--- src/design/fba_pkg.sv ---
// Shared types, constants and helpers for the frame bitmap allocator.
// Depends on nothing; every other file in the block imports it.
package fba_pkg;

   localparam int MAX_FRAMES_DEFAULT = 32768;
   localparam int WORD_BITS          = 32;
   localparam int FRAME_NUMBER_W     = 15;
   localparam int FRAME_COUNT_W      = 16;
   localparam logic [FRAME_COUNT_W-1:0] FRAME_COUNT_RESET = 16'd32768;

   localparam int CSR_ADDR_W = 2;
   localparam int CSR_DATA_W = 32;
   localparam logic [CSR_ADDR_W-1:0] CSR_FRAME_COUNT_ADDR = 2'd0;

   typedef enum logic [1:0] {
      OP_MARK_USED = 2'd0,
      OP_MARK_FREE = 2'd1,
      OP_TEST      = 2'd2,
      OP_FIND      = 2'd3
   } op_type;

   typedef struct packed {
      op_type                    operation;
      logic [FRAME_NUMBER_W-1:0] frame_number;
   } req_type;

   typedef struct packed {
      logic                     frame_used;
      logic [FRAME_COUNT_W-1:0] found_frame;
      logic                     none_free;
      logic                     bad_frame;
   } rsp_type;

   // Index of the lowest clear bit; only meaningful when some bit is clear.
   function automatic logic [4:0] first_zero(input logic [WORD_BITS-1:0] w);
      logic [4:0] idx;
      idx = '0;
      for (int b = WORD_BITS - 1; b >= 0; b--) begin
         if (!w[b]) begin
            idx = 5'(b);
         end
      end
      return idx;
   endfunction

endpackage

--- src/design/fba_csr.sv ---
// Configuration register file holding the frame count.
// Depends on fba_pkg for addresses, widths and the reset value.
module fba_csr (
   input  logic                              clock,
   input  logic                              reset,
   input  logic                              psel,
   input  logic                              penable,
   input  logic                              pwrite,
   input  logic [fba_pkg::CSR_ADDR_W-1:0]    paddr,
   input  logic [fba_pkg::CSR_DATA_W-1:0]    pwdata,
   output logic [fba_pkg::CSR_DATA_W-1:0]    prdata,
   output logic                              pready,
   output logic [fba_pkg::FRAME_COUNT_W-1:0] frame_count
);
   import fba_pkg::*;

   logic [FRAME_COUNT_W-1:0] frame_count_ff, frame_count_in;
   logic                     wr_hit;

   assign pready = 1'b1;
   assign wr_hit = psel && penable && pwrite && pready && (paddr == CSR_FRAME_COUNT_ADDR);

   always_comb begin
      frame_count_in = frame_count_ff;
      if (wr_hit) begin
         frame_count_in = pwdata[FRAME_COUNT_W-1:0];
      end
   end

   always_ff @(posedge clock) begin
      if (reset) begin
         frame_count_ff <= FRAME_COUNT_RESET;
      end else begin
         frame_count_ff <= frame_count_in;
      end
   end

   always_comb begin
      prdata = '0;
      if (paddr == CSR_FRAME_COUNT_ADDR) begin
         prdata = CSR_DATA_W'(frame_count_ff);
      end
   end

   assign frame_count = frame_count_ff;

endmodule

--- config.mk ---
export PLATFORM = sky130hd
export DESIGN_NAME = fba_csr
export DESIGN_NICKNAME = d
export VERILOG_FILES = /design/src/design/fba_pkg.sv /design/src/design/fba_csr.sv
export SDC_FILE = /design/constraint.sdc
export NUM_CORES = 1
export LEC_CHECK = 0
export BUFFER_PORTS_ARGS = -buffer_cell sky130_fd_sc_hd__buf_4
export CAP_MARGIN = 20
export CORE_ASPECT_RATIO = 0.7
export CORE_MARGIN = 2
export CORE_UTILIZATION = 35
export CTS_CLUSTER_DIAMETER = 150
export DETAILED_ROUTE_END_ITERATION = 7
export PLACE_DENSITY_LB_ADDON = 0.05
export SYNTH_ARGS = -nofsm -noshare
export SYNTH_HDL_FRONTEND = slang
export SYNTH_SLANG_ARGS = --single-unit
--- constraint.sdc ---
create_clock -name clock -period 1.6 [get_ports clock]
set_clock_uncertainty 0.2 [all_clocks]
set_input_delay 0.32 -clock clock [delete_from_list [all_inputs] [get_ports clock]]
set_output_delay 0.32 -clock clock [all_outputs]
set_load 0.03 [all_outputs]
# After elaboration in Yosys (flattened, before gate mapping)
# Cells that the tools add are included.
[word_totals]
reg_bits = 16
input_bits = 39
output_inout_bits = 49
elab_cells = 6
[op_classes]
mux = 1
n_reduce_logical = 4
[ops]
columns = ["cell", "count"]
rows = [
  ["two-way mux 16 bit", 1],
  ["logical AND 1 bit", 3],
  ["logical NOT 2 bit", 1],
]

# Longest topological paths before layout
# Gate-level depths: netlist (run 1).
[depth]
word_depth = 3
mapped_depth = 5
ltp_nobuf = 3

# Worst setup path before layout (run 1)
# No wires, ideal clock.
[synth_path]
kind = "input to output"
startpoint = "input paddr[1] (netlist bit)"
endpoint = "output prdata[10] (netlist bit)"
arrival_ns = 0.974
setup_slack_ns = 0.106
stages = 3
cell_sequence = "nor2_4 clkbuf_1 and2_1"
[synth_via]
elab_chain_cells = 2
[synth_rtl]
columns = ["item", "line_no", "source"]
rows = [
  ["start: declaration", "fba_csr.sv:9", "input logic [fba_pkg::CSR_ADDR_W-1:0] paddr,"],
  ["logical NOT 2 bit", "fba_csr.sv:40", "if (paddr == CSR_FRAME_COUNT_ADDR) begin"],
  ["two-way mux 16 bit", "fba_csr.sv:40", ""],
  ["end: declaration", "fba_csr.sv:11", "output logic [fba_pkg::CSR_DATA_W-1:0] prdata,"],
]
# No other way between the ends.

# Worst setup path after layout (run 1)
[layout_path]
startpoint = "input paddr[0] (netlist bit)"
endpoint = "output prdata[6] (netlist bit)"
# The elaborated chain is that of the path after synthesis.

==> results.sh, run 1 <==
export IMPL_period_needed_ps=1560
export IMPL_synth_top_family_by_area="simple AND/OR/NAND/NOR gates"
export IMPL_cp_start_kind="input pin"
export IMPL_cts_htree_levels=1
export IMPL_yosysSeqAreaShare=0.327
export IMPL_cts_root_buf="clkbuf_8"
export IMPL_cts_tree="built"
export IMPL_largest_reg_flops=16
export IMPL_fillers=264
export IMPL_ys_seq_elements=16
export IMPL_synth_top_area_frac=0.327
export IMPL_power_uw=943
export IMPL_wl_um=1990
export IMPL_fin_crit_sh=0.973
export IMPL_setup_viol=0
export IMPL_cts_sinks=16
export IMPL_r2r_setup_slack_ps=790
export IMPL_yosys_area_share_adder=0
export IMPL_crit_type="in -> out"
export IMPL_grt_setup_unrepaired="true"
export IMPL_clock_latency_ps=250
export IMPL_muxShareOfSynthArea=0.163
export IMPL_drive_above_1_share=0.394
export IMPL_drc=0
export IMPL_antenna_cells=0
export IMPL_antenna_found_initial=0
export IMPL_overflow=0
export IMPL_grt_start_max_net_pins=33
export IMPL_synth_simple_area_share=0.324
export IMPL_drt_antenna_violating_nets=0
export IMPL_hold_viol=0
export IMPL_die_h_um=48.3
export IMPL_grt_total_usage=0.128
export IMPL_initial_core_util=0.360
export IMPL_seq_area_um2=320
export IMPL_cp_arrival_ps=1040
export IMPL_ys_warn_count=0
export IMPL_synth_cell_types=12
export IMPL_synth_area_um2=980
export IMPL_nNetsFinal=200
export IMPL_rows=16
export IMPL_synth_top_area_cell="dfxtp_1"
export IMPL_synthCells=107
export IMPL_via_per_inst=4.08
export IMPL_syn_to_final_growth_pct=43.0
export IMPL_io_buffers=54
export IMPL_ir_drop_v=0.000349
export IMPL_holdBufCountCts=0
export IMPL_dieArea_um2=3250
export IMPL_synthXorXnorAreaFrac=0
export IMPL_clockBufferDepth=2
export IMPL_maxCapViolations=0
export IMPL_avgSynthCellArea_um2=9.16
export IMPL_hold_class="in -> reg"
export IMPL_ios=88
export IMPL_dr_pass1_iters=4
export IMPL_grt_pass1_vias=647
export IMPL_worstPathRequired_ps=1080
export IMPL_gp_congestion=0.566
export IMPL_detailroute_via_count=799
export IMPL_drt_iter0_drc=24
export IMPL_cts_made_buffers=3
export IMPL_synth_compound_area_share=0
export IMPL_timing_fmax_mhz=642
export IMPL_crit_fanout=8
export IMPL_multiInputGateArea_um2=542
export IMPL_ys_top_cells_by_area="dfxtp_1 33%, nand2b_1 19%, mux2i_1 16%"
export IMPL_grt_pass1_wl_um=2940
export IMPL_tns_ps=0
export IMPL_clkTransAtPathRegs_ps=60
export IMPL_p_leak_uw=0.000654
export IMPL_status="finished clean"
export IMPL_endpoint_kind="primary output"
export IMPL_wl_per_cell_um=10.1
export IMPL_whs_ps=129
export IMPL_drv_slew=0
export IMPL_core_area_um2=2720
export IMPL_die_x_um=67.2
export IMPL_p_per_area_nw_per_um2=673
[cells in the mapped netlist, drive strengths merged]
cell type,instances
dfxtp,16
clkbuf,4
and4,1
nand2b,30
nor2,3
buf,19
mux2i,16
and2,16
conb,2
[worst max-delay path: stages]
cell,delay [ps]
buf_4,120
nor2_4,160
buf_6,150
and2_1,130
buf_4,160
[logic make-up (layout without fill, tap and decap cells)]
logic type	count (synthesis)	after routing
buffers and inverters	23	61
flip-flops	16	16
multiplexers	16	16
other	2	17
AND/OR/NAND/NOR	50	50
[worst paths after layout]
kind	startpoint	end	depth (start not counted)
worst max-delay path	paddr[0]	prdata[6]	5
worst min-delay path	pwdata[15]	frame_count[15]	3
worst max register to register	frame_count[1]	frame_count[1]	2
worst min register to register	frame_count[6]	frame_count[6]	2
[cell type report]
cell class / count / share of cell area
Clock buffer: 4 / 0.0393
Multi-Input combinational cell: 83 / 0.387
Timing Repair Buffer: 57 / 0.313
Sequential cell: 16 / 0.229
Tap cell: 36 / 0.0321
[metrics by stage]
| step | instance area (µm²) | setup slack [ps] | util | instances |
|---|---|---|---|---|
| final | 1400 | 43.2 | 0.515 | 196 |
| after global routing | 1400 | -6.08 | 0.515 | 196 |
| after CTS | 1390 | 9.08 | 0.509 | 195 |
| after detailed placement | 1330 | -14.2 | 0.488 | 191 |
| after global placement | 1330 | -9.95 | 0.488 | 191 |
| after floorplan | 1040 | 106 | - | 122 |
[timing repair]
item,CTS,global route
buffers inserted,0,1
pin swaps,0,1
setup endpoints to repair,2,8
resized for setup,1,2
[routing by layer]
metal	global-route usage	share of wire	vias to the layer above
met4	0.0367	0.0050	0
met1	0.137	0.37	349
li1	-	-	403
met2	0.232	0.51	45
met3	0.0624	0.12	2
met5	0	0	-
[where the power goes]
part           leakage, µW  internal, µW  switching, µW  total (µW)
clock network    0.0000288           218            140         359
logic             0.000496          72.0            105         177
registers         0.000129           404           3.53         407
total             0.000654           694            249         943
[placed cells by master (no fill, tap or decap)]
cell type / count
buf_4: 54
nand2b_1: 30
conb_1: 17
and2_1: 16
mux2i_1: 16
dfxtp_1: 16
clkbuf_8: 4
buf_6: 3
nor2_1: 2
nor2_4: 1
and4_4: 1
(Power assumes the default switching activity.)
==> run 2, diff against run 1 <==
Settings changed: CORE_UTILIZATION 35 to 37.
==> run 2 against run 1 <==
Effect of this change: via count rose by 0.25%; die area fell by 5.0%; wire length rose by 0.91%; clock-buffer cell count did not move; cell area fell by 0.62%; hold slack improved by 1.6 ps; largest cell class unchanged; largest power group unchanged; highest routed layer is now met3.
==> results.sh, run 2 (synthesis results as in run 1) <==
export IMPL_status="finished clean"
export IMPL_via_per_inst=4.15
export IMPL_wl_um=2010
export IMPL_grt_pass1_wl_um=3030
export IMPL_post_place_ws_ps=37.1
export IMPL_p_per_area_nw_per_um2=680
export IMPL_ctsResizeCount=0
export IMPL_grt_total_usage=0.137
export IMPL_crit_fanout=12
export IMPL_hold_viol=0
export IMPL_io_buffers=54
export IMPL_hold_class="in -> reg"
export IMPL_rows=15
export IMPL_crit_type="in -> out"
export IMPL_initial_core_util=0.392
export IMPL_antenna_cells=0
export IMPL_cts_root_buf="clkbuf_8"
export IMPL_antenna_found_initial=0
export IMPL_overflow=0
export IMPL_cts_made_buffers=3
export IMPL_ir_drop_v=0.000395
export IMPL_worst_slack_ps=69.9
export IMPL_wl_per_cell_um=10.4
export IMPL_setup_viol=0
export IMPL_layout_commonest_cell="buf_4"
export IMPL_drv_slew=0
export IMPL_cts_sinks=16
export IMPL_clock_latency_ps=250
export IMPL_drc=0
export IMPL_clkTransAtPathRegs_ps=60
export IMPL_cts_setup_buffers=0
export IMPL_cts_htree_levels=1
export IMPL_most_common_layout_cells="55 x buf_4, 30 x nand2b_1, 17 x conb_1"
export IMPL_dr_pass1_iters=3
export IMPL_detailroute_via_count=801
export IMPL_grt_start_max_net_pins=33
export IMPL_fin_crit_sh=0.956
export IMPL_final_util=0.558
export IMPL_worstPathRequired_ps=1080
export IMPL_cp_start_kind="input pin"
export IMPL_drt_iter0_drc=18
export IMPL_clockBufferDepth=2
export IMPL_period_needed_ps=1530
export IMPL_cts_tree="built"
export IMPL_syn_to_final_growth_pct=42.1
export IMPL_tns_ps=0
export IMPL_die_x_um=65.5
export IMPL_endpoint_kind="primary output"
export IMPL_ios=88
export IMPL_die_h_um=47.1
export IMPL_timing_fmax_mhz=654
export IMPL_drt_antenna_violating_nets=0
export IMPL_p_leak_uw=0.000651
export IMPL_fillers=238
export IMPL_largest_reg_flops=16
export IMPL_holdBufCountCts=0
export IMPL_whs_ps=131
export IMPL_place_hpwl_um=1490
export IMPL_maxCapViolations=0
export IMPL_gp_congestion=0.624
export IMPL_core_area_um2=2500
export IMPL_nNetsFinal=199
export IMPL_dieArea_um2=3080
export IMPL_grt_pass1_vias=676
export IMPL_cp_arrival_ps=1010
export IMPL_drive_above_1_share=0.390
export IMPL_grt_setup_unrepaired="false"
==> run 2: changes by cell type in the layout (fill, tap and decap cells not counted), sizes merged <==
cell  delta
buf      -1
==> run 2: area by class of cell <==
type / count / area, µm² / area share
timing repair buffer: 56 / 433 / 0.311
tap: 34 / 42.5 / 0.0305
multi-input combinational: 83 / 542 / 0.389
clock buffer: 4 / 55.1 / 0.0395
sequential: 16 / 320 / 0.230
==> run 2: stage by stage <==
stage / instances / area [µm²] / power (µW)
6_report: 193 / 1390 / 947
5_1_grt: 193 / 1390 / 994
4_1_cts: 193 / 1390 / 963
3_5_place_dp: 189 / 1340 / 595
3_3_place_gp: 189 / 1340 / 592
2_1_floorplan: 122 / 1040 / 560
==> run 2: final timing paths <==
path	cells past startpoint	end	slack [ps]	startpoint
max	5	prdata[10]	70	paddr[1]
min	3	frame_count[15]	130	pwdata[15]
max reg2reg	2	frame_count[1]	780	frame_count[1]
min reg2reg	2	frame_count[11]	290	frame_count[11]
==> run 2: per-layer routing <==
| metal | global-route usage | vias to the layer above | share of wire |
|---|---|---|---|
| met3 | 0.0671 | 0 | 0.12 |
| li1 | - | 400 | - |
| met5 | 0 | - | 0 |
| met2 | 0.229 | 49 | 0.46 |
| met4 | 0.0500 | 0 | 0 |
| met1 | 0.156 | 352 | 0.41 |
==> run 2: worst max-delay path: stages <==
cell and delay (ps):
buf_4 120, nor2_4 150, buf_12 140, and2_1 120, buf_4 150
==> run 2: where the power goes <==
| part | total (µW) | switching [µW] | internal [µW] |
|---|---|---|---|
| Combinational | 178 | 106 | 72.8 |
| Clock | 362 | 143 | 218 |
| Sequential | 407 | 3.62 | 404 |
==> run 3, diff against run 2 <==
Settings changed: CORE_UTILIZATION 37 to 40.
Clock period 1.6 ns to 1.85 ns, I/O delays scaled along.
==> run 3 against run 2 <==
Effect of this change: hold slack better by 15 ps; non-clock buffer count unchanged; first-iteration DRC count up 67%; clock power down 51%; setup slack better by 170 ps; sequential share of layout area up 0.81 points; flip-flop and latch count unchanged; critical path depth unchanged; via count down 0.25%; power down 28%; clock-buffer cell count down 1; critical endpoint is now prdata[5]; largest power group unchanged.
==> results.sh, run 3 (synthesis results as in run 1) <==
export IMPL_status="finished clean"
export IMPL_hold_viol=0
export IMPL_overflow=0
export IMPL_r2r_start="frame_count[15]"
export IMPL_ir_drop_v=0.000321
export IMPL_via_per_inst=4.21
export IMPL_whs_path_depth=3
export IMPL_cp_start_kind="input pin"
export IMPL_clock_latency_ps=280
export IMPL_hold_class="in -> reg"
export IMPL_sw_frac_of_total=0.290
export IMPL_period_needed_ps=1610
export IMPL_p_leak_uw=0.000632
export IMPL_cts_setup_buffers=0
export IMPL_maxCapViolations=0
export IMPL_detailroute_via_count=799
export IMPL_cpPeakStageDelay_ps=160
export IMPL_layout_commonest_cell="buf_4"
export IMPL_drive_above_1_share=0.386
export IMPL_busiest_layer="met2"
export IMPL_path_delay_family="buffers and inverters"
export IMPL_die_x_um=63.2
export IMPL_initial_core_util=0.440
export IMPL_cts_root_buf="clkbuf_4"
export IMPL_largest_reg_flops=16
export IMPL_drt_antenna_violating_nets=0
export IMPL_wl_um=2010
export IMPL_most_common_layout_cells="56 x buf_4, 30 x nand2b_1, 17 x conb_1"
export IMPL_gp_congestion=0.647
export IMPL_p_seq_frac=0.516
export IMPL_worstPathRequired_ps=1280
export IMPL_nNetsFinal=199
export IMPL_core_area_um2=2220
export IMPL_setup_viol=0
export IMPL_p_int_uw=484
export IMPL_ios=88
export IMPL_grt_setup_unrepaired="false"
export IMPL_clockBufferDepth=2
export IMPL_timing_fmax_mhz=622
export IMPL_drv_slew=0
export IMPL_dieArea_um2=2870
export IMPL_p_sw_uw=197
export IMPL_crit_type="in -> out"
export IMPL_crit_start="paddr[1]"
export IMPL_worstHoldStart="pwdata[15]"
export IMPL_cts_made_buffers=3
export IMPL_whs_ps=146
export IMPL_met3_usage=0.0644
export IMPL_tns_ps=0
export IMPL_cp_slowest_cell="buf_4"
export IMPL_rows=14
export IMPL_antenna_found_initial=0
export IMPL_antenna_cells=0
export IMPL_ctsResizeCount=0
export IMPL_p_clk_frac=0.263
export IMPL_crit_fanout=8
export IMPL_cp_cell_sequence="buf_4 > nor2_4 > buf_4 > and2_1 > buf_4"
export IMPL_cts_sinks=16
export IMPL_grt_total_usage=0.146
export IMPL_grt_pass1_vias=680
export IMPL_wl_per_cell_um=10.6
export IMPL_r2r_setup_slack_ps=1020
export IMPL_cts_htree_levels=1
export IMPL_fin_crit_sh=0.869
export IMPL_p_comb_frac=0.221
export IMPL_holdBufCountCts=0
export IMPL_io_buffers=54
export IMPL_die_h_um=45.4
export IMPL_drc=0
export IMPL_place_hpwl_um=1530
export IMPL_grt_util_met1=0.157
export IMPL_timing_critical_path_buf_inv=3
export IMPL_cp_arrival_ps=1040
export IMPL_dr_pass1_iters=3
export IMPL_grtUsageMet2=0.268
export IMPL_syn_to_final_growth_pct=37.3
export IMPL_path_depth=5
export IMPL_fillers=203
export IMPL_grt_pass1_wl_um=3150
export IMPL_endpoint_kind="primary output"
export IMPL_clkTransAtPathRegs_ps=90
export IMPL_cp_common_cell="buf_4"
export IMPL_p_per_area_nw_per_um2=507
export IMPL_grt_start_max_net_pins=33
export IMPL_drt_iter0_drc=30
export IMPL_ff2ff_path_depth=2
export IMPL_cts_tree="built"
run 3: cell types whose count changed in the layout (fill, tap and decap cells not counted), sizes merged:
cell,previous run,this run
clkbuf,4,3
run 3: final timing paths:
path                                        end
worst max-delay path                  prdata[5]
worst min-delay path            frame_count[15]
worst max register to register  frame_count[15]
worst min register to register  frame_count[11]
run 3: power by group through the flow:
stage          clock network, µW  logic, µW  registers [µW]
3_3_place_gp                   0        149             360
5_1_grt                      203        161             353
2_1_floorplan                  0        116             368
6_report                     179        151             352
3_5_place_dp                   0        151             360
4_1_cts                      190        151             352
run 3: layer usage:
metal | up-vias | wire length, µm
met3 | 2 | 216
li1 | 400 | -
met4 | 0 | 11
met1 | 353 | 829
met5 | - | 0
met2 | 44 | 952
run 3: tightest hold or removal path, cell delays in order:
cell	delay (ps)
buf_4	70
nor2_1	30
mux2i_1	110
run 3: stage by stage:
step / instances / total power [µW] / worst slack (ps) / utilization / area (µm²)
6_report: 190 / 682 / 242 / 0.605 / 1350
5_1_grt: 190 / 717 / 173 / 0.605 / 1350
4_1_cts: 190 / 693 / 234 / 0.605 / 1350
3_5_place_dp: 187 / 511 / 234 / 0.594 / 1320
3_3_place_gp: 187 / 508 / 248 / 0.594 / 1320
2_1_floorplan: 122 / 484 / 256 / - / 1040
run 3: area by class of cell:
cell class	instances	area [µm²]	share of cell area
Sequential cell	16	320	0.238
Multi-Input combinational cell	83	542	0.403
Clock buffer	3	22.5	0.0167
Timing Repair Buffer	56	420	0.313
Tap cell	32	40.0	0.0298
