`src/design/fba_pkg.sv`:
```
// Shared types, constants and helpers for the frame bitmap allocator.
// Depends on nothing; every other file in the block imports it.
package fba_pkg;

   localparam int MAX_FRAMES_DEFAULT = 32768;
   localparam int WORD_BITS          = 32;
   localparam int FRAME_NUMBER_W     = 15;
   localparam int FRAME_COUNT_W      = 16;
   localparam logic [FRAME_COUNT_W-1:0] FRAME_COUNT_RESET = 16'd32768;

   localparam int CSR_ADDR_W = 2;
   localparam int CSR_DATA_W = 32;
   localparam logic [CSR_ADDR_W-1:0] CSR_FRAME_COUNT_ADDR = 2'd0;

   typedef enum logic [1:0] {
      OP_MARK_USED = 2'd0,
      OP_MARK_FREE = 2'd1,
      OP_TEST      = 2'd2,
      OP_FIND      = 2'd3
   } op_type;

   typedef struct packed {
      op_type                    operation;
      logic [FRAME_NUMBER_W-1:0] frame_number;
   } req_type;

   typedef struct packed {
      logic                     frame_used;
      logic [FRAME_COUNT_W-1:0] found_frame;
      logic                     none_free;
      logic                     bad_frame;
   } rsp_type;

   // Index of the lowest clear bit; only meaningful when some bit is clear.
   function automatic logic [4:0] first_zero(input logic [WORD_BITS-1:0] w);
      logic [4:0] idx;
      idx = '0;
      for (int b = WORD_BITS - 1; b >= 0; b--) begin
         if (!w[b]) begin
            idx = 5'(b);
         end
      end
      return idx;
   endfunction

endpackage

```
`src/design/fba_ctrl.sv`:
```
// Request sequencer: clearing pass, read-modify-write, word scan for find,
// and the output register. Depends on fba_pkg; drives the bitmap store ports.
module fba_ctrl #(
   parameter int MAX_FRAMES = fba_pkg::MAX_FRAMES_DEFAULT,
   parameter int WORDS      = (MAX_FRAMES + 31) / 32,
   parameter int AW         = (WORDS > 1) ? $clog2(WORDS) : 1
) (
   input  logic                              clock,
   input  logic                              reset,
   input  logic [fba_pkg::FRAME_COUNT_W-1:0] frame_count,
   input  logic                              req_valid,
   output logic                              req_stall,
   input  fba_pkg::req_type                  req_payload,
   output logic                              rsp_valid,
   input  logic                              rsp_stall,
   output fba_pkg::rsp_type                  rsp_payload,
   output logic                              wr_en,
   output logic [AW-1:0]                     wr_addr,
   output logic [fba_pkg::WORD_BITS-1:0]     wr_data,
   output logic                              rd_en,
   output logic [AW-1:0]                     rd_addr,
   input  logic [fba_pkg::WORD_BITS-1:0]     rd_data
);
   import fba_pkg::*;

   localparam int LW = ($clog2(MAX_FRAMES + 1) > FRAME_COUNT_W) ?
                       $clog2(MAX_FRAMES + 1) : FRAME_COUNT_W;
   localparam int SW = LW - 5;

   typedef enum logic [4:0] {
      ST_CLEAR = 5'b00001,
      ST_IDLE  = 5'b00010,
      ST_RMW   = 5'b00100,
      ST_SCAN  = 5'b01000,
      ST_HOLD  = 5'b10000
   } state_type;

   state_type            state_ff, state_in;
   logic [AW-1:0]        clr_ff, clr_in;
   logic [SW-1:0]        scan_ff, scan_in;
   op_type               op_ff, op_in;
   logic [4:0]           bit_ff, bit_in;
   logic [AW-1:0]        word_ff, word_in;
   rsp_type              res_ff, res_in;
   logic                 rsp_valid_ff, rsp_valid_in;
   rsp_type              rsp_ff, rsp_in;

   logic [LW-1:0]        count_ext, limit, frame_ext;
   logic [SW-1:0]        words, scan_next;
   logic                 accept, slot_free, finish;
   rsp_type              res_cur, res_zero;
   logic [WORD_BITS-1:0] mask;

   assign count_ext = LW'(frame_count);
   assign limit     = (count_ext < LW'(MAX_FRAMES)) ? count_ext : LW'(MAX_FRAMES);
   assign words     = limit[LW-1:5];
   assign frame_ext = {{(LW - FRAME_NUMBER_W){1'b0}}, req_payload.frame_number};
   assign scan_next = scan_ff + 1'b1;
   assign mask      = WORD_BITS'(1) << bit_ff;

   assign req_stall = (state_ff != ST_IDLE);
   assign accept    = req_valid && !req_stall;
   assign slot_free = !rsp_valid_ff || !rsp_stall;
   assign res_zero  = '{frame_used: 1'b0, found_frame: '0, none_free: 1'b0, bad_frame: 1'b0};

   always_comb begin
      state_in = state_ff;
      clr_in   = clr_ff;
      scan_in  = scan_ff;
      op_in    = op_ff;
      bit_in   = bit_ff;
      word_in  = word_ff;
      res_in   = res_ff;
      res_cur  = res_zero;
      finish   = 1'b0;
      wr_en    = 1'b0;
      wr_addr  = word_ff;
      wr_data  = '0;
      rd_en    = 1'b0;
      rd_addr  = word_ff;

      case (state_ff)
         ST_CLEAR: begin
            wr_en   = 1'b1;
            wr_addr = clr_ff;
            clr_in  = clr_ff + 1'b1;
            if (clr_ff == AW'(WORDS - 1)) begin
               state_in = ST_IDLE;
            end
         end
         ST_IDLE: begin
            if (accept) begin
               op_in   = req_payload.operation;
               bit_in  = req_payload.frame_number[4:0];
               word_in = frame_ext[AW+4:5];
               if (req_payload.operation == OP_FIND) begin
                  if (words == '0) begin
                     res_in             = res_zero;
                     res_in.found_frame = frame_count;
                     res_in.none_free   = 1'b1;
                     state_in           = ST_HOLD;
                  end else begin
                     rd_en    = 1'b1;
                     rd_addr  = '0;
                     scan_in  = '0;
                     state_in = ST_SCAN;
                  end
               end else if (frame_ext >= limit) begin
                  res_in           = res_zero;
                  res_in.bad_frame = 1'b1;
                  state_in         = ST_HOLD;
               end else begin
                  rd_en    = 1'b1;
                  rd_addr  = frame_ext[AW+4:5];
                  state_in = ST_RMW;
               end
            end
         end
         ST_RMW: begin
            finish = 1'b1;
            case (op_ff)
               OP_MARK_USED: begin
                  wr_en   = 1'b1;
                  wr_data = rd_data | mask;
               end
               OP_MARK_FREE: begin
                  wr_en   = 1'b1;
                  wr_data = rd_data & ~mask;
               end
               OP_TEST: begin
                  res_cur.frame_used = rd_data[bit_ff];
               end
               default: begin
               end
            endcase
         end
         ST_SCAN: begin
            // The next word is fetched while this one is examined.
            if (rd_data != '1) begin
               finish              = 1'b1;
               res_cur.found_frame = FRAME_COUNT_W'({scan_ff, first_zero(rd_data)});
            end else if (scan_next < words) begin
               rd_en   = 1'b1;
               rd_addr = scan_next[AW-1:0];
               scan_in = scan_next;
            end else begin
               finish              = 1'b1;
               res_cur.found_frame = frame_count;
               res_cur.none_free   = 1'b1;
            end
         end
         ST_HOLD: begin
            finish  = 1'b1;
            res_cur = res_ff;
         end
         default: begin
            state_in = ST_IDLE;
         end
      endcase

      if (finish) begin
         if (slot_free) begin
            state_in = ST_IDLE;
         end else begin
            res_in   = res_cur;
            state_in = ST_HOLD;
         end
      end
   end

   always_comb begin
      rsp_valid_in = rsp_valid_ff && rsp_stall;
      rsp_in       = rsp_ff;
      if (finish && slot_free) begin
         rsp_valid_in = 1'b1;
         rsp_in       = res_cur;
      end
   end

   always_ff @(posedge clock) begin
      if (reset) begin
         state_ff     <= ST_CLEAR;
         clr_ff       <= '0;
         rsp_valid_ff <= 1'b0;
      end else begin
         state_ff     <= state_in;
         clr_ff       <= clr_in;
         rsp_valid_ff <= rsp_valid_in;
      end
   end

   always_ff @(posedge clock) begin
      scan_ff <= scan_in;
      op_ff   <= op_in;
      bit_ff  <= bit_in;
      word_ff <= word_in;
      res_ff  <= res_in;
      rsp_ff  <= rsp_in;
   end

   assign rsp_valid   = rsp_valid_ff;
   assign rsp_payload = rsp_ff;

endmodule

```
`config.mk`:
```
export PLATFORM = sky130hd
export DESIGN_NAME = fba_ctrl
export DESIGN_NICKNAME = d
export VERILOG_FILES = /design/src/design/fba_pkg.sv /design/src/design/fba_ctrl.sv
export SDC_FILE = /design/constraint.sdc
export NUM_CORES = 1
export LEC_CHECK = 0
export ABC_AREA = 1
export BUFFER_PORTS_ARGS = -buffer_cell sky130_fd_sc_hd__buf_2
export CAP_MARGIN = 20
export CORE_ASPECT_RATIO = 0.75
export CORE_MARGIN = 2
export CORE_UTILIZATION = 35
export CTS_BUF_LIST = sky130_fd_sc_hd__clkbuf_4 sky130_fd_sc_hd__clkbuf_8
export CTS_CLUSTER_SIZE = 40
export DETAILED_ROUTE_END_ITERATION = 8
export SLEW_MARGIN = 20
export SYNTH_ARGS = -nofsm -noshare
export SYNTH_HDL_FRONTEND = slang
export SYNTH_SLANG_ARGS = --single-unit
```
`constraint.sdc`:
```
create_clock -name clock -period 5.9 [get_ports clock]
set_input_delay 0.885 -clock clock [delete_from_list [all_inputs] [get_ports clock]]
set_output_delay 0.885 -clock clock [all_outputs]
set_load 0.1 [all_outputs]
```
# Yosys cells after proc, flatten, opt, wreduce, memory -nomap -nowiden
# Cells that the tools add are included.
[classes]
mux = 86
bitwise = 3
shift = 1
reduce_logical = 16
eq_ne = 19
n_lt_le_gt_ge = 4
add_sub_neg = 2
[op_table]
columns = ["operator", "count"]
rows = [
  ["2-to-1 mux 5 bit", 39],
  ["2-to-1 mux 19 bit", 7],
  ["2-to-1 mux 10 bit", 7],
  ["one-hot mux 32 bit (2 select lines)", 1],
  ["2-to-1 mux 11 bit", 5],
  ["one-hot mux 17 bit (2 select lines)", 1],
  ["AND 32 bit", 1],
  ["2-to-1 mux 16 bit", 2],
  ["2-to-1 mux 32 bit", 1],
  ["inequality test 32 bit (second input constant)", 1],
  ["NOT 32 bit", 1],
  ["bitwise OR 32 bit", 1],
  ["left shift 1 x 5 -> 32 bit (first input constant)", 1],
  ["one-hot mux 11 bit (2 select lines)", 1],
  ["one-hot mux 10 bit (2 select lines)", 1],
  ["2-to-1 mux 17 bit", 1],
  ["greater-or-equal comparator 15 x 16 -> 1 bit", 1],
  ["< comparator 16 bit (second input constant)", 1],
  ["one-hot mux 5 bit (3 select lines)", 1],
  ["2-to-1 mux 1 bit", 14],
  ["adder 11 x 1 -> 11 bit (second input constant)", 1],
  ["zero test 11 bit", 1],
  ["< comparator 11 bit", 1],
  ["adder 10 x 1 -> 10 bit (second input constant)", 1],
  ["25 further kinds", 39],
]
[totals]
inputBits = 69
out_inout_bits = 75
register_bits = 82

# Depth between registers and ports, before layout
# Gate-level depths: netlist (run 1).
[depth]
ltp_word = 36
depth_mapped = 35
mapped_depth_nobuf = 35

# Least setup slack after synthesis (run 1)
# OpenSTA, ideal clock, no wires.
[synth_timing]
path_kind = "register -> output"
from = "reg scan_ff[2]"
to = "out rd_addr[1]"
n_path_buf = 0
t_required_ns = 5.015
stages_incl_launch_ff = 21
path_slack_ns = 0.377
arrival_ns = 4.638
cell_sequence = "edfxtp_1 inv_1 nor3_1 nand3_1 nor2_1 inv_1 nor2_1 nand2_1 nor2_1 xor2_1 inv_1 ha_1 nand2_1 nor2_1 nand3_1 o2111a_1 nand2_2 clkinv_2 nor2_4 nor2_1 o21ai_0"
[synth_between]
elab_chain_cells = 5
[synth_lines]
columns = ["element", "line_no", "source"]
rows = [
  ["start: declaration", "fba_ctrl.sv:40", "logic [SW-1:0] scan_ff, scan_in;"],
  ["start signal: assignment", "fba_ctrl.sv:193", "scan_ff <= scan_in;"],
  ["adder 11 x 1 -> 11 bit", "fba_ctrl.sv:58", "assign scan_next = scan_ff + 1'b1;"],
  ["net scan_next[9]", "fba_ctrl.sv:49", "logic [SW-1:0] words, scan_next;"],
  ["< comparator 11 bit", "fba_ctrl.sv:142", "end else if (scan_next < words) begin"],
  ["2-to-1 mux 10 bit", "fba_ctrl.sv:142", ""],
  ["2-to-1 mux 10 bit", "fba_ctrl.sv:139", "if (rd_data != '1) begin"],
  ["one-hot mux 10 bit (2 select lines)", "fba_ctrl.sv:82", "case (state_ff)"],
  ["end: declaration", "fba_ctrl.sv:21", "output logic [AW-1:0] rd_addr,"],
]
# The timed path passes the listed nets, and every way through them passes these cells.

# Final worst setup path (run 1)
[layout_timing]
from = "reg scan_ff[2]"
to = "out rd_addr[2]"
# Same word-level chain as after synthesis.

==> results of run 1 <==
worst max-delay path: cells and delay by family, from the launching register on:
| family | cells | cell delay, ps |
|---|---|---|
| flip-flops | 1 | 380 |
| adder cells (fa/ha/maj) | 1 | 300 |
| XOR/XNOR | 1 | 450 |
| AND/OR/NAND/NOR | 15 | 1820 |
| buffers and inverters | 5 | 780 |
| AO/OA/AOI/OAI | 1 | 170 |
final cells by class:
cell class / instances / area [sq um] / area share (%)
flip-flops and latches: 82 / 2110 / 29.4
inverters: 137 / 515 / 7.17
clock buffers: 9 / 124 / 1.72
multi-input cells: 624 / 3290 / 45.7
repair buffers: 149 / 761 / 10.6
well taps: 215 / 269 / 3.74
clock inverters: 7 / 124 / 1.72
sequential cells by signal, indices dropped and copies added (netlist names):
name         count
bit_ff           5
clr_ff          10
op_ff            2
res_ff          19
rsp_payload     19
rsp_valid        1
scan_ff         11
state_ff         5
word_ff         10
cells by family after synthesis:
logic type               after synthesis
XOR/XNOR                               5
AO/OA/AOI/OAI                        179
AND/OR/NAND/NOR                      412
flip-flops                            82
adder cells (fa/ha/maj)               27
multiplexers                           1
buffers and inverters                168
cells in the final DEF (no fill, tap or decap), drive strengths merged:
| cell | Yosys | final |
|---|---|---|
| o221ai | 7 | 7 |
| o21ai | 60 | 60 |
| o2111ai | 4 | 4 |
| nor2 | 122 | 122 |
| a32oi | 1 | 1 |
| a32o | 1 | 1 |
| bufinv | 0 | 3 |
| nand2 | 209 | 209 |
| clkinvlp | 0 | 1 |
| o311ai | 1 | 1 |
| xor2 | 5 | 5 |
| o31ai | 3 | 3 |
| clkbuf | 20 | 9 |
| or2 | 1 | 1 |
| dfxtp | 35 | 35 |
| o211ai | 22 | 22 |
| nor3 | 20 | 20 |
| clkinv | 4 | 4 |
| nor4 | 4 | 4 |
| a211oi | 32 | 32 |
| o22ai | 10 | 10 |
| o2111a | 1 | 1 |
| and3 | 2 | 2 |
| edfxtp | 47 | 47 |
| inv | 133 | 136 |
| nand4 | 22 | 22 |
| a221oi | 7 | 7 |
| ha | 27 | 27 |
| mux2i | 1 | 1 |
| a21oi | 25 | 25 |
| o21bai | 1 | 1 |
| buf | 11 | 149 |
| a22oi | 2 | 2 |
| a31oi | 1 | 1 |
| a22o | 1 | 1 |
| nand3 | 32 | 32 |
where the power goes:
| group | switching, mW | total (mW) | internal (mW) | leakage (nW) |
|---|---|---|---|---|
| logic | 0.308 | 0.403 | 0.0941 | 2.41 |
| registers | 0.0123 | 0.637 | 0.625 | 0.723 |
| clock network | 0.224 | 0.509 | 0.286 | 0.121 |
| total | 0.545 | 1.55 | 1.00 | 3.25 |
per-layer routing:
layer / routed length (um) / up-vias
met5: 0 / -
li1: - / 3225
met3: 2140 / 26
met1: 10100 / 2986
met4: 318 / 0
met2: 8330 / 342
metrics by stage:
stage	area (sq um)	hold slack, ps
after detailed placement	6940	458
final	7190	472
after CTS	7190	473
after global placement	6940	455
after floorplan	6040	437
after global routing	7190	495
how the worst min path moves through the flow:
stage | slack, ps | startpoint | end
after floorplan | 440 | clr_ff[9] | clr_ff[9]
after global placement | 460 | res_ff[17] | res_ff[17]
after detailed placement | 460 | res_ff[17] | res_ff[17]
after CTS | 470 | res_ff[17] | res_ff[17]
after global routing | 500 | clr_ff[9] | clr_ff[9]
final | 470 | res_ff[17] | res_ff[17]
==> metrics.md, run 1 <==
| Metric | Value |
|---|---|
| Power Dens Cells | `215 mW/mm^2` |
| Synth Flop Type | `edfxtp_1` |
| 1st-iter DRT viols | `621` |
| Setup TNS | `0 ps` |
| Gp weighted congestion | `0.934` |
| # H-tree levels | `3` |
| Number of diodes | `0` |
| Max-slew violation count | `0` |
| Post-synth EDFFs | `47` |
| Fillers | `1763` |
| Clock tree from TritonCTS | `done` |
| Max-cap violation count | `0` |
| Worst Slack Setup Final | `737 ps` |
| Cells after DPL | `1207` |
| First-pass GRT wire length | `33000 um` |
| Lkg Pwr | `3.25 nW` |
| Reg2reg end | `scan_ff[5]` |
| Antenna violations before repair | `0` |
| Clk Latency, worst-skew pair | `370 ps` |
| Max VDD drop | `254 uV` |
| Port Buffers | `143` |
| Largest cells by area after synthesis | `edfxtp_1, nand2_1, dfxtp_1, nor2_1, inv_1` |
| Vias in the first global route | `6015` |
| Startpoint Class | `flop` |
| Share of cells above drive strength 1 | `19.6%` |
| HPWL after detailed placement | `16400 um` |
| Io pins | `144` |
| Routed Antenna Nets | `0` |
| Overall Power | `1.55 mW` |
| CP arrival | `4280 ps` |
| Tcrit/Tclk final | `87.5%` |
| Fin cells | `1223` |
| RSZ-0062 raised after global routing | `no` |
| Synthesis Warnings | `0` |
| Ys async rst share | `0%` |
| R2r startpoint | `scan_ff[2]` |
| Setup crit end | `rd_addr[2]` |
| Die area | `0.0183 sq mm` |
| Cts repair resizes | `0` |
| GRT met2 Usage | `31.3%` |
| Chip width | `156 um` |
| Post-Synth Adder-Cell Area | `5.59%` |
| Final #Nets | `1099` |
| Hold Buf Count CTS | `0` |
| Layout area overhead | `19.1%` |
| Compound-gate portion of the synthesized area | `19.0%` |
| Syn Inst Count | `874` |
| CTS sink cnt | `82` |
| Post-synthesis mux area share | `0.166%` |
| Required @ worst endpoint | `5020 ps` |
| # setup viols final | `0` |
| Worst min-delay path class | `flop to flop` |
| Crit path from | `scan_ff[2]` |
| Mapped Avg Cell Area | `6.91 sq um` |
| Avg WL per Cell | `17.1 um` |
| Chip height | `118 um` |
| Syn_nets | `970` |
| Fin crit period | `5160 ps` |
| GRT Residual Overflow | `0` |
| Slowest stage delay, CP | `450 ps` |
| Most used cell, CP | `nor2_1` |
| Critical path cell sequence | `inv_1 > nor3_1 > nand3_1 > nor2_1 > inv_1 > nor2_1 > nand2_1 > nor2_1 > xor2_1 > inv_1 > ha_1 > nand2_1 > nor2_1 > nand3_1 > o2111a_1 > nand2_2 > clkinv_2 > nor2_4 > nor2_1 > nand2_1 > nand2_1 > nand3_1 > buf_2` |
| Crit. End Element | `primary output` |
| Grt met1 use | `35.4%` |
| All-layer global routing usage | `22.8%` |
| Buffers inserted by post-CTS timing repair | `0` |
| Largest net degree at the start of global routing | `34` |
| Least-Margin Pin Slew | `1080 ps` |
| Hold depth | `2` |
| Total number of vias | `6579` |
| FMAX | `194 MHz` |
| Post-Synth Simple-Gate Area | `28.7%` |
| Post-synthesis xor/xnor area fraction | `0.725%` |
| Top cell type's share of synthesized area | `23.4%` |
| FF+latch count, synth | `82` |
| Crit Path Category | `flop to primary output` |
| Worst r2r path cells | `19` |
| TritonRoute pass-1 iters | `5` |
| Routed wire length | `20900 um` |
| Post-Syn Area | `0.00604 sq mm` |
| Flop-to-flop setup slack | `1790 ps` |
| Rows | `41` |
| Most Crowded Layer GR | `met1` |
| Met3 Use GR | `5.52%` |
| Slowest cell on crit path | `xor2_1` |
| Core Util, Final | `42.6%` |
| Initial Utilization | `35.8%` |
| Slew HR | `27.5%` |
| Total CTS buffers | `9` |
| CP max FO | `6` |
| Distinct cells, synth | `46` |
| Via density | `5.38` |
| Pre-CTS WS | `1130 ps` |
| Worst Skew | `10.3 ps` |
| Root Driver | `clkbuf_8` |
| Final hold vios | `0` |
| Longest Clk Path Bufs | `2` |
| Clock transition at path regs | `90 ps` |
| Drt drc | `0` |
| Dominant cell type by area after synthesis | `edfxtp_1` |
| Sequential-to-total area share from yosys stat | `35.0%` |
| Largest family of logic cells by synthesized area | `simple AND/OR/NAND/NOR gates` |
| Status | `completed` |
| Core box area | `0.0169 sq mm` |
| Synth cell count leaders | `nand2_1, nor2_1, inv_1, edfxtp_1` |
| Cell with the most instances after synthesis | `nand2_1` |
Note: power is estimated with default switching activity, not from simulation.
==> inputs of run 2 (changes only) <==
--- a/config.mk
+++ b/config.mk
@@ -12,8 +12,9 @@
 export CORE_MARGIN = 2
 export CORE_UTILIZATION = 35
 export CTS_BUF_LIST = sky130_fd_sc_hd__clkbuf_4 sky130_fd_sc_hd__clkbuf_8
-export CTS_CLUSTER_SIZE = 40
+export CTS_CLUSTER_SIZE = 25
 export DETAILED_ROUTE_END_ITERATION = 8
+export MAX_ROUTING_LAYER = met4
 export SLEW_MARGIN = 20
 export SYNTH_ARGS = -nofsm -noshare
 export SYNTH_HDL_FRONTEND = slang
==> constraint.sdc (replaced) <==
create_clock -name clock -period 6 [get_ports clock]
set_input_delay 0.9 -clock clock [delete_from_list [all_inputs] [get_ports clock]]
set_output_delay 0.9 -clock clock [all_outputs]
set_load 0.1 [all_outputs]
==> metrics.md, run 2 (same netlist as run 1, synthesis figures left out) <==
| Metric | Value |
|---|---|
| Gp weighted congestion | `0.977 (was 0.934)` |
| Vias in the first global route | `6014 (was 6015)` |
| Most common cell after layout, fill and taps aside | `nand2_1 (unchanged)` |
| RSZ-0062 raised after global routing | `no (unchanged)` |
| All-layer global routing usage | `23.4% (was 22.8%)` |
| Fin cells | `1226 (was 1223)` |
| CTS sink cnt | `82 (unchanged)` |
| Clock tree from TritonCTS | `done (unchanged)` |
| Worst r2r path cells | `22 (was 19)` |
| Drt drc | `0 (unchanged)` |
| Die area | `0.0183 sq mm (unchanged)` |
| Crit. End Element | `primary output (unchanged)` |
| Crit Path Category | `flop to primary output (unchanged)` |
| Routed Antenna Nets | `0 (unchanged)` |
| Total number of vias | `6618 (was 6579)` |
| Startpoint Class | `flop (unchanged)` |
| TritonRoute pass-1 iters | `7 (was 5)` |
| Port Buffers | `143 (unchanged)` |
| Layout area overhead | `18.9% (was 19.1%)` |
| Cells after DPL | `1210 (was 1207)` |
| Total CTS buffers | `9 (unchanged)` |
| Overall Power | `1.46 mW (was 1.55 mW)` |
| Power Dens Cells | `203 mW/mm^2 (was 215 mW/mm^2)` |
| Status | `completed (unchanged)` |
| Clock transition at path regs | `90 ps (about the same)` |
| Tcrit/Tclk final | `83.0%` |
| Slew HR | `27.0% (was 27.5%)` |
| Hold_sp | `clr_ff[9] (was res_ff[17])` |
| Core box area | `0.0169 sq mm (unchanged)` |
| Antenna violations before repair | `0 (unchanged)` |
| CP max FO | `6 (unchanged)` |
| Lkg Pwr | `3.25 nW (about the same)` |
| R2r startpoint | `scan_ff[2] (unchanged)` |
| Max-cap violation count | `0 (unchanged)` |
| Max VDD drop | `229 uV (was 254 uV)` |
| Share of cells above drive strength 1 | `19.8% (was 19.6%)` |
| Final hold vios | `0 (unchanged)` |
| Worst Skew | `16.2 ps (was 10.3 ps)` |
| First-pass GRT wire length | `33000 um (about the same)` |
| Buffers inserted by post-CTS timing repair | `0 (unchanged)` |
| CP arrival | `4080 ps (was 4280 ps)` |
| Longest Clk Path Bufs | `2 (unchanged)` |
| Avg WL per Cell | `17.1 um (about the same)` |
| Rows | `41 (unchanged)` |
| Chip height | `118 um (unchanged)` |
| Worst min-delay path class | `flop to flop (unchanged)` |
| Largest net degree at the start of global routing | `24 (was 34)` |
| GRT Residual Overflow | `0 (unchanged)` |
| Setup TNS | `0 ps (unchanged)` |
| HPWL after detailed placement | `16500 um (was 16400 um)` |
| Initial Utilization | `35.8% (unchanged)` |
| Hold Buf Count CTS | `0 (unchanged)` |
| Cts repair resizes | `0 (unchanged)` |
| # setup viols final | `0 (unchanged)` |
| Hold depth | `2 (unchanged)` |
| Worst Slack Setup Final | `1020 ps (was 737 ps)` |
| Max-slew violation count | `0 (unchanged)` |
| Clk Latency, worst-skew pair | `380 ps (was 370 ps)` |
| Required @ worst endpoint | `5100 ps (was 5020 ps)` |
| Number of diodes | `0 (unchanged)` |
| # H-tree levels | `3 (unchanged)` |
| Via density | `5.40 (was 5.38)` |
| FMAX | `201 MHz` |
| Io pins | `144 (unchanged)` |
| Root Driver | `clkbuf_8 (unchanged)` |
| Fin crit period | `4980 ps` |
| Most frequent cells in the layout | `nand2_1, buf_2, nor2_1, inv_1, edfxtp_1 (unchanged)` |
| Cell area after layout | `0.00718 sq mm (was 0.00719 sq mm)` |
| Final #Nets | `1102 (was 1099)` |
| Reg2reg end | `rsp_payload[8] (was scan_ff[5])` |
| 1st-iter DRT viols | `750 (was 621)` |
| Least-Margin Pin Slew | `1090 ps (was 1080 ps)` |
| Dpl cell area | `0.00697 sq mm (was 0.00694 sq mm)` |
| Worst Hold End | `clr_ff[9] (was res_ff[17])` |
| Pre-CTS WS | `1120 ps (was 1130 ps)` |
| Routed wire length | `21000 um (was 20900 um)` |
| Chip width | `156 um (unchanged)` |
| Flop-to-flop setup slack | `2120 ps (was 1790 ps)` |
[run 2: changes by cell type in the layout (fill, tap and decap cells not counted), sizes merged]
| cell | delta |
|---|---|
| clkinv | +1 |
| clkinvlp | +1 |
| bufinv | -2 |
| buf | +3 |
[run 2: per-stage QoR]
stage / util (%) / hold slack, ps
after floorplan: - / 437
after global placement: 41.2 / 452
after detailed placement: 41.3 / 454
after CTS: 42.6 / 469
after global routing: 42.6 / 501
final: 42.6 / 468
[run 2: worst max-delay path: stages, from the launching register on]
cell and delay (ps):
edfxtp_1 400, inv_1 80, nor3_1 310, nand3_1 140, nor2_1 110, inv_1 60
nor2_1 80, nand2_1 80, nor2_1 120, xor2_1 160, buf_4 160, inv_1 50
ha_1 260, nand2_1 60, nor2_1 130, nand2_1 70, o2111a_1 180, nand2_2 100
clkinv_2 110, nor2_4 200, nor2_1 100, nand2_1 150, nand2_1 70, nand3_1 90
buf_2 430
[run 2: final cells by class]
| cell class | count | area (sq um) |
|---|---|---|
| Clock inverter | 7 | 85.1 |
| Clock buffer | 9 | 124 |
| Tap cell | 215 | 269 |
| Timing Repair Buffer | 152 | 791 |
| Inverter | 137 | 515 |
| Sequential cell | 82 | 2110 |
| Multi-Input combinational cell | 624 | 3290 |
| Fill cell | 1789 | 9700 |
[run 2: power by group]
group	switching [mW]	internal [mW]	leakage, nW
registers	0.0128	0.615	0.723
logic	0.302	0.0924	2.43
clock network	0.235	0.199	0.0996
total	0.550	0.906	3.25
[run 2: worst max-delay path by stage]
| stage | from | end | slack, ps | cells after the start |
|---|---|---|---|---|
| 2_1_floorplan | scan_ff[2] | rd_addr[1] | 460 | 20 |
| 3_5_place_dp | frame_count[15] | rd_addr[7] | 1120 | 16 |
| 5_1_grt | scan_ff[2] | rd_addr[4] | 710 | 24 |
| 6_report | scan_ff[2] | rd_addr[3] | 1020 | 24 |
| 3_3_place_gp | frame_count[15] | rd_addr[7] | 1170 | 16 |
| 4_1_cts | scan_ff[2] | rd_addr[3] | 1060 | 24 |
[run 2: per-layer routing]
layer  share of wire, %  up-vias  global-route usage, %
li1                   -     3226                      -
met1                 50     3010                   35.8
met2                 39      355                   31.0
met3                 10       27                   5.38
met4                1.1        0                   4.42
met5                  0        -                      -
